File: src/rtl/core/pif_pkg.sv
// Shared types and codes for the priority insert queue.
// No dependencies; imported by pif_ctrl, pif_datapath and priority_insert_fifo.
package pif_pkg;

	localparam logic [1:0] OP_APPEND = 2'd0;
	localparam logic [1:0] OP_PRIO   = 2'd1;
	localparam logic [1:0] OP_REMOVE = 2'd2;

	localparam logic [1:0] ST_DONE  = 2'd0;
	localparam logic [1:0] ST_FULL  = 2'd1;
	localparam logic [1:0] ST_EMPTY = 2'd2;

	typedef struct packed {
		logic [1:0]  op;
		logic [15:0] pid;
		logic [7:0]  priority_req;
	} in_item_t;

	typedef struct packed {
		logic [15:0] head_pid;
		logic [7:0]  head_priority;
		logic [15:0] tail_pid;
		logic [7:0]  tail_priority;
		logic [4:0]  count;
		logic [1:0]  status;
	} out_item_t;

	typedef struct packed {
		logic [15:0] pid;
		logic [7:0]  prio;
	} entry_t;

	typedef struct packed {
		logic load;
		logic sweep_rd;
		logic sweep_put;
		logic sweep_wr;
		logic rd_head;
		logic rd_tail;
		logic finish;
	} cmd_t;

	typedef struct packed {
		logic need_sweep;
		logic at_end;
	} sts_t;

endpackage

File: src/rtl/core/pif_ctrl.sv
// Sequencer for the priority insert queue: accept, sweep, head/tail read, result.
// Depends on pif_pkg.
module pif_ctrl (
	input  logic          clk,
	input  logic          arst_n,
	input  logic          in_valid,
	output logic          in_ready,
	output logic          out_valid,
	input  logic          out_ready,
	input  pif_pkg::sts_t sts,
	output pif_pkg::cmd_t cmd
);
	import pif_pkg::*;

	typedef enum logic [2:0] {
		S_IDLE,
		S_SW_RD,
		S_SW_WR,
		S_RD_HEAD,
		S_RD_TAIL,
		S_FIN
	} state_t;

	state_t state_q;
	logic   out_valid_q;
	logic   accept;
	logic   out_free;

	assign in_ready  = (state_q == S_IDLE);
	assign out_valid = out_valid_q;
	assign accept    = in_valid && in_ready;
	assign out_free  = !out_valid_q || out_ready;

	always_comb begin
		cmd = '0;
		case (state_q)
			S_IDLE:    cmd.load = accept;
			S_SW_RD: begin
				cmd.sweep_put = sts.at_end;
				cmd.sweep_rd  = !sts.at_end;
			end
			S_SW_WR:   cmd.sweep_wr = 1'b1;
			S_RD_HEAD: cmd.rd_head = 1'b1;
			S_RD_TAIL: cmd.rd_tail = 1'b1;
			S_FIN:     cmd.finish = out_free;
			default:   cmd = '0;
		endcase
	end

	always_ff @(posedge clk or negedge arst_n) begin
		if (!arst_n) begin
			state_q     <= S_IDLE;
			out_valid_q <= 1'b0;
		end else begin
			if (cmd.finish) begin
				out_valid_q <= 1'b1;
			end else if (out_ready) begin
				out_valid_q <= 1'b0;
			end
			case (state_q)
				S_IDLE: begin
					if (accept) begin
						state_q <= sts.need_sweep ? S_SW_RD : S_RD_HEAD;
					end
				end
				S_SW_RD:   state_q <= sts.at_end ? S_RD_HEAD : S_SW_WR;
				S_SW_WR:   state_q <= S_SW_RD;
				S_RD_HEAD: state_q <= S_RD_TAIL;
				S_RD_TAIL: state_q <= S_FIN;
				S_FIN: begin
					if (out_free) begin
						state_q <= S_IDLE;
					end
				end
				default:   state_q <= S_IDLE;
			endcase
		end
	end

endmodule

File: src/rtl/core/pif_datapath.sv
// Entry store as a circular buffer with head pointer, count, insert sweep and result register.
// Depends on pif_pkg; commanded by pif_ctrl.
module pif_datapath #(
	parameter int DEPTH = 16
) (
	input  logic              clk,
	input  logic              arst_n,
	input  pif_pkg::in_item_t in_item,
	input  pif_pkg::cmd_t     cmd,
	output pif_pkg::sts_t     sts,
	output pif_pkg::out_item_t out_item
);
	import pif_pkg::*;

	localparam int AW = $clog2(DEPTH);
	localparam int CW = $clog2(DEPTH + 1);
	localparam int SW = CW + 1;

	entry_t          mem_q [DEPTH];
	entry_t          rd_q;
	entry_t          head_q;
	entry_t          carry_q;
	logic            found_q;
	logic [1:0]      status_q;
	logic [AW-1:0]   hd_q;
	logic [CW-1:0]   cnt_q;
	logic [CW-1:0]   k_q;
	out_item_t       res_q;

	logic            is_enq;
	logic            full;
	logic            empty;
	logic            take;
	logic            wr_en;
	logic [AW-1:0]   wr_addr;
	entry_t          wr_data;
	logic            rd_en;
	logic [AW-1:0]   rd_addr;
	logic [CW-1:0]   tail_k;

	// Map a position counted from the head to a slot of the ring.
	function automatic logic [AW-1:0] slot(input logic [AW-1:0] hd, input logic [CW-1:0] k);
		logic [SW-1:0] s;
		s = SW'(hd) + SW'(k);
		if (s >= SW'(DEPTH)) begin
			s = s - SW'(DEPTH);
		end
		return s[AW-1:0];
	endfunction

	assign is_enq = (in_item.op == OP_APPEND) || (in_item.op == OP_PRIO);
	assign full   = (cnt_q == CW'(DEPTH));
	assign empty  = (cnt_q == '0);
	assign take   = found_q || (rd_q.prio < carry_q.prio);
	assign tail_k = empty ? '0 : cnt_q - CW'(1);

	assign sts.need_sweep = is_enq && !full;
	assign sts.at_end     = (k_q == cnt_q);

	always_comb begin
		wr_en   = cmd.sweep_put || (cmd.sweep_wr && take);
		wr_addr = cmd.sweep_put ? slot(hd_q, cnt_q) : slot(hd_q, k_q);
		wr_data = carry_q;
		rd_en   = cmd.sweep_rd || cmd.rd_head || cmd.rd_tail;
		if (cmd.rd_head) begin
			rd_addr = hd_q;
		end else if (cmd.rd_tail) begin
			rd_addr = slot(hd_q, tail_k);
		end else begin
			rd_addr = slot(hd_q, k_q);
		end
	end

	always_ff @(posedge clk) begin
		if (wr_en) begin
			mem_q[wr_addr] <= wr_data;
		end
		if (rd_en) begin
			rd_q <= mem_q[rd_addr];
		end
	end

	always_ff @(posedge clk or negedge arst_n) begin
		if (!arst_n) begin
			hd_q  <= '0;
			cnt_q <= '0;
		end else begin
			if (cmd.load && (in_item.op == OP_REMOVE) && !empty) begin
				hd_q  <= slot(hd_q, CW'(1));
				cnt_q <= cnt_q - CW'(1);
			end else if (cmd.sweep_put) begin
				cnt_q <= cnt_q + CW'(1);
			end
		end
	end

	// Load, insert sweep (from the found slot, entries ripple tailward), head capture, result.
	always_ff @(posedge clk) begin
		if (cmd.load) begin
			carry_q <= '{pid: in_item.pid, prio: in_item.priority_req};
			found_q <= (in_item.op != OP_PRIO);
			k_q     <= (in_item.op == OP_PRIO) ? '0 : cnt_q;
			if (is_enq && full) begin
				status_q <= ST_FULL;
			end else if ((in_item.op == OP_REMOVE) && empty) begin
				status_q <= ST_EMPTY;
			end else begin
				status_q <= ST_DONE;
			end
		end
		if (cmd.sweep_wr) begin
			k_q <= k_q + CW'(1);
			if (take) begin
				carry_q <= rd_q;
				found_q <= 1'b1;
			end
		end
		if (cmd.rd_tail) begin
			head_q <= rd_q;
		end
		if (cmd.finish) begin
			res_q.count  <= 5'(cnt_q);
			res_q.status <= status_q;
			if (empty) begin
				res_q.head_pid      <= '0;
				res_q.head_priority <= '0;
				res_q.tail_pid      <= '0;
				res_q.tail_priority <= '0;
			end else begin
				res_q.head_pid      <= head_q.pid;
				res_q.head_priority <= head_q.prio;
				res_q.tail_pid      <= rd_q.pid;
				res_q.tail_priority <= rd_q.prio;
			end
		end
	end

	assign out_item = res_q;

	a_cnt_bound: assert property (@(posedge clk) disable iff (!arst_n)
		cnt_q <= CW'(DEPTH))
		else $error("entry count above depth");

	a_put_not_full: assert property (@(posedge clk) disable iff (!arst_n)
		cmd.sweep_put |-> !full)
		else $error("tail write into a full queue");

	a_sweep_in_range: assert property (@(posedge clk) disable iff (!arst_n)
		cmd.sweep_wr |-> (k_q < cnt_q))
		else $error("sweep step past the tail");

endmodule

File: src/rtl/core/priority_insert_fifo.sv
// Priority insert queue. A priority insert sweeps the stored entries from the head,
// reading and then rewriting one entry at a time (states S_SW_RD and S_SW_WR);
// an append only puts the item at the tail, and a remove, no-op or dropped enqueue
// skips the sweep. One item in flight; the next is taken once the result is loaded.
// arst_n clears the count, head pointer and handshake state; entry contents
// are not cleared and are not passed to the output until written.
module priority_insert_fifo #(
	parameter int DEPTH = 16
) (
	input  logic               clk,
	input  logic               arst_n,
	input  logic               in_valid,
	output logic               in_ready,
	input  pif_pkg::in_item_t  in_item,
	output logic               out_valid,
	input  logic               out_ready,
	output pif_pkg::out_item_t out_item
);
	import pif_pkg::*;

	// Controller and datapath talk only through these two groups.
	cmd_t cmd;
	sts_t sts;

	// Sequencer: takes an item when idle, runs the sweep and the head/tail
	// reads, then loads the result register as soon as it is free. A result
	// left waiting at the output does not block the next item from entering.
	pif_ctrl u_ctrl (
		.clk       (clk),
		.arst_n    (arst_n),
		.in_valid  (in_valid),
		.in_ready  (in_ready),
		.out_valid (out_valid),
		.out_ready (out_ready),
		.sts       (sts),
		.cmd       (cmd)
	);

	// Storage ring, head pointer, count and the result register.
	pif_datapath #(
		.DEPTH (DEPTH)
	) u_dp (
		.clk      (clk),
		.arst_n   (arst_n),
		.in_item  (in_item),
		.cmd      (cmd),
		.sts      (sts),
		.out_item (out_item)
	);

	// After an accept, in_ready is low in the next cycle, so a second item cannot follow at once.
	a_one_in_flight: assert property (@(posedge clk) disable iff (!arst_n)
		(in_valid && in_ready) |=> !in_ready)
		else $error("second item accepted while one is in flight");

endmodule
File: config.mk
export PLATFORM = sky130hd
export DESIGN_NAME = priority_insert_fifo
export DESIGN_NICKNAME = d
export VERILOG_FILES = /design/src/rtl/core/pif_pkg.sv /design/src/rtl/core/pif_ctrl.sv /design/src/rtl/core/pif_datapath.sv /design/src/rtl/core/priority_insert_fifo.sv
export SDC_FILE = /design/constraint.sdc
export NUM_CORES = 1
export LEC_CHECK = 0
export ABC_AREA = 1
export BUFFER_PORTS_ARGS = -buffer_cell sky130_fd_sc_hd__buf_2
export CORE_ASPECT_RATIO = 0.75
export CORE_MARGIN = 8
export CORE_UTILIZATION = 55
export DETAILED_ROUTE_END_ITERATION = 8
export MAX_ROUTING_LAYER = met4
export PLACE_DENSITY = 0.74
export SYNTH_ARGS = -nofsm -noshare
export SYNTH_HDL_FRONTEND = slang
export SYNTH_SLANG_ARGS = --single-unit
File: constraint.sdc
create_clock -name clk -period 3.46 [get_ports clk]
set_input_delay 0.346 -clock clk [delete_from_list [all_inputs] [get_ports clk]]
set_output_delay 0.346 -clock clk [all_outputs]
set_load 0.005 [all_outputs]
==> out/qor.log <==
INFO  place          routabilityCongestion=0.8917
INFO  sta            timing_hold_violations_final=0
INFO  floorplan      floorplan.initialDensity=0.5598
INFO  setup_path     timing.critical_path.fanout_max=42
INFO  synth          synth-edff-count=494
INFO  setup_path     regToRegEndpoint=u_dp.rd_q[2]
INFO  global_route   initial_antenna_violation_count=0
INFO  synth          yosys_most_used_dff=sky130_fd_sc_hd__edfxtp_1
INFO  place          dp_hpwl=36.04mm
INFO  final_layout   area.growth.synth_to_final=13.13%
INFO  route          number_of_search_and_repair_iterations_in_the_first_detailed_routing_pass=6
INFO  min_path       hold_path_class=in -> reg
INFO  synth          number_of_storage_elements_in_the_synthesis_netlist=532
INFO  synth          synth_area=23630µm²
INFO  sta            final-max-slew-violation-count=0
INFO  setup_path     worst-r2r-setup-slack=0.23ns
INFO  status         run_status=completed
INFO  clocking       clock_tree.root_cell=sky130_fd_sc_hd__clkbuf_16
INFO  floorplan      io_pins=87
INFO  sta            finalWorstSetupSlack=0.2341ns
INFO  setup_path     start_kind=flip-flop
INFO  sta            min_period=3.226ns
INFO  min_path       hold-path-cell-count=5
INFO  final_layout   layout-drive-gt1-share=0.1132
INFO  synth          synth.distinct_cells=41
INFO  clocking       worst_skew_pair.late_latency=0.58ns
INFO  floorplan      die-area=49920µm²
INFO  sta            setup_violations=0
INFO  route          vias_per_cell=5.458
INFO  sta            timing.clock.skew=0.01674ns
INFO  route          drc_errors=0
INFO  setup_path     critical_path_rt=3.79ns
INFO  synth          synthDominantCellAreaShare=0.6278
INFO  job            drv.max_cap_violation_count=0
INFO  route          route.antenna.remaining_nets=0
INFO  setup_path     crit_type=reg -> reg
INFO  min_path       worst_hold_startpoint=in_item[10]
INFO  final_layout   final_design_area_no_fill=26730µm²
INFO  synth          synth_area_leader_cell=sky130_fd_sc_hd__edfxtp_1
INFO  place          total_placed_instance_area=25140µm²
INFO  clocking       tritoncts.num_buffers=51
INFO  clocking       htree_levels=2
INFO  place          port_buffers=86
INFO  final_layout   antennaDiodeCount=0
INFO  min_path       timing.hold.worst_endpoint=u_dp.carry_q[10]
INFO  synth          syn_inst=2315
INFO  place          placement.setup.worst_slack=0.3308ns
INFO  floorplan      fp.dieW=255.3µm
INFO  route          dr.first_iter.drc_count=2226
INFO  global_route   vias_in_the_first_global_route=16040
INFO  synth          ys_top_cells_by_area=sky130_fd_sc_hd__edfxtp_1 (63%), sky130_fd_sc_hd__nand3_1 (11%), sky130_fd_sc_hd__nand2_1 (8.4%)
INFO  global_route   grt_first_pass_wirelength=92.43mm
INFO  clocking       clockBufferDepth=3
INFO  sta            fin_crit_sh=0.9323
INFO  clocking       clk_pin_slew=0.06ns
INFO  clocking       number_of_instances_resized_during_post_cts_repair=0
INFO  final_layout   final_util=0.6333
INFO  sta            max-slew-margin-rel=0.2270
INFO  clocking       tritoncts=yes
INFO  setup_path     worst_ep_arrival_time=3.56ns
INFO  clocking       clock_sinks=532
INFO  floorplan      fp.coreArea=42210µm²
INFO  sta            max_freq=310.0MHz
INFO  synth          synth-async-reset-ratio=0.02444
INFO  final_layout   final_cell_mix=sky130_fd_sc_hd__nand2_1 (529), sky130_fd_sc_hd__nand3_1 (508), sky130_fd_sc_hd__edfxtp_1 (494)
INFO  floorplan      floorplan.die.height=195.5µm
INFO  sta            slew_at_the_pin_closest_to_its_max_slew_limit=1.160ns
INFO  global_route   overflow=0
INFO  synth          synth_nets=2369
INFO  final_layout   layout_commonest_cell=sky130_fd_sc_hd__nand2_1
INFO  synth          seq_area_frac_synth=0.6627
INFO  setup_path     worst_r2r_startpoint=u_dp.cnt_q[3]
INFO  final_layout   num-nets-final=2476
INFO  route          drt_wl_total=59.91mm
INFO  floorplan      placementRows=65
INFO  global_route   grt_start_max_net_pins=97
INFO  setup_path     critPathCaptureType=flip-flop
INFO  sta            finalSetupTns=0ns
INFO  sta            grt_setup_unrepaired=no
INFO  global_route   overall_track_demand_over_capacity_in_global_routing=0.2424
INFO  synth          synthesis.yosys.warnings=0
INFO  route          via_count=16550
INFO  route          wl_per_cell=19.75µm
INFO  synth          syn_avg_cell_area=10.21µm²
INFO  setup_path     reg2regPathDepth=14
through the flow:
stage          std cells  hold WS, ns
2_1_floorplan       2315      0.05041
3_3_place_gp        2937       0.2579
3_5_place_dp        2937       0.2616
4_1_cts             3033      0.04484
5_1_grt             3033      0.07031
6_report            3033      0.06222
synthesized netlist by cell type, types with 2 or more instances:
master / number
sky130_fd_sc_hd__nand2_1: 529
sky130_fd_sc_hd__nand3_1: 508
sky130_fd_sc_hd__edfxtp_1: 494
sky130_fd_sc_hd__inv_1: 482
sky130_fd_sc_hd__buf_2: 54
sky130_fd_sc_hd__nor2_1: 38
sky130_fd_sc_hd__clkbuf_1: 35
sky130_fd_sc_hd__dfxtp_1: 25
sky130_fd_sc_hd__ha_1: 21
sky130_fd_sc_hd__o21ai_0: 16
sky130_fd_sc_hd__dfrtp_1: 13
sky130_fd_sc_hd__xor2_1: 11
sky130_fd_sc_hd__buf_1: 9
sky130_fd_sc_hd__buf_4: 9
sky130_fd_sc_hd__a21oi_1: 8
sky130_fd_sc_hd__nand2_2: 8
sky130_fd_sc_hd__nor3_1: 8
sky130_fd_sc_hd__xnor2_1: 6
sky130_fd_sc_hd__nand3b_1: 4
sky130_fd_sc_hd__fa_1: 3
sky130_fd_sc_hd__inv_2: 3
sky130_fd_sc_hd__nand3_2: 3
sky130_fd_sc_hd__o211ai_1: 3
sky130_fd_sc_hd__o21ai_1: 3
sky130_fd_sc_hd__a31oi_1: 2
sky130_fd_sc_hd__buf_6: 2
sky130_fd_sc_hd__nor2_4: 2
sky130_fd_sc_hd__o31ai_1: 2
sky130_fd_sc_hd__or2_2: 2
layout make-up:
class                   instances  area, µm²
clock buffers                  67       1336
clock inverters                28      246.5
fillers                      3241      15480
inverters                     486       1824
multi-input cells            1187       5722
flip-flops and latches        532      15660
well taps                     569      711.9
repair buffers                164       1231
cell families (layout without fill, tap and decap cells):
group           after synthesis  count (layout)  share of synthesized area
fa+ha+maj                    24              24                    0.01366
simple gates               1108            1108                     0.2083
flops                       532             532                     0.6627
buf+inv                     596             745                    0.09966
compound gates               38              38                   0.009320
xor+xnor                     17              17                   0.006301
worst max-delay path, stage by stage (launching register included):
cell and delay [ns]:
sky130_fd_sc_hd__dfrtp_1 0.47, sky130_fd_sc_hd__nor2_1 0.26, sky130_fd_sc_hd__nand3_2 0.16, sky130_fd_sc_hd__nand2_1 0.10, sky130_fd_sc_hd__inv_1 0.05, sky130_fd_sc_hd__ha_1 0.21
sky130_fd_sc_hd__fa_1 0.51, sky130_fd_sc_hd__nand3_1 0.09, sky130_fd_sc_hd__nand3_1 0.17, sky130_fd_sc_hd__o21ai_4 0.25, sky130_fd_sc_hd__buf_12 0.29, sky130_fd_sc_hd__nand3_1 0.11
sky130_fd_sc_hd__nand3_1 0.08, sky130_fd_sc_hd__nand3_1 0.12, sky130_fd_sc_hd__nand2_1 0.08
worst max path at each step:
| stage | endpoint | cells past startpoint | startpoint | slack [ns] |
|---|---|---|---|---|
| final | u_dp.rd_q[2] | 14 | u_dp.cnt_q[3] | 0.23 |
| after global routing | u_dp.rd_q[21] | 15 | u_dp.cnt_q[1] | 0.07 |
| after CTS | u_dp.rd_q[2] | 15 | u_dp.cnt_q[0] | 0.30 |
| after detailed placement | u_dp.rd_q[21] | 14 | u_dp.cnt_q[3] | 0.33 |
| after global placement | u_dp.rd_q[21] | 15 | u_dp.cnt_q[0] | 0.45 |
| after floorplan | u_dp.mem_q[7][0] | 8 | u_dp.cnt_q[0] | 0.29 |
state kept, by name, summed over array words and instances, names as in the netlist, 2 cells and up:
register,flops
u_ctrl.state_q,3
u_dp.carry_q,24
u_dp.cnt_q,5
u_dp.hd_q,4
u_dp.head_q,24
u_dp.k_q,5
u_dp.mem_q,384
u_dp.out_item,55
u_dp.rd_q,24
u_dp.status_q,2
per-layer routing:
metal | up-vias | track usage | share of wire
met1 | 7775 | 0.3341 | 0.42
met3 | 110 | 0.05939 | 0.12
met4 | 0 | 0.06579 | 0.024
met2 | 930 | 0.3588 | 0.43
li1 | 7738 | - | -
met5 | - | - | 0
timing repair:
action                    CTS  global route
buffers inserted            0             0
hold endpoints to repair   13             0
hold buffers                1             0
Power is not shown: default switching activity piles up to over one toggle a cycle in this logic, so the estimate is an artifact.
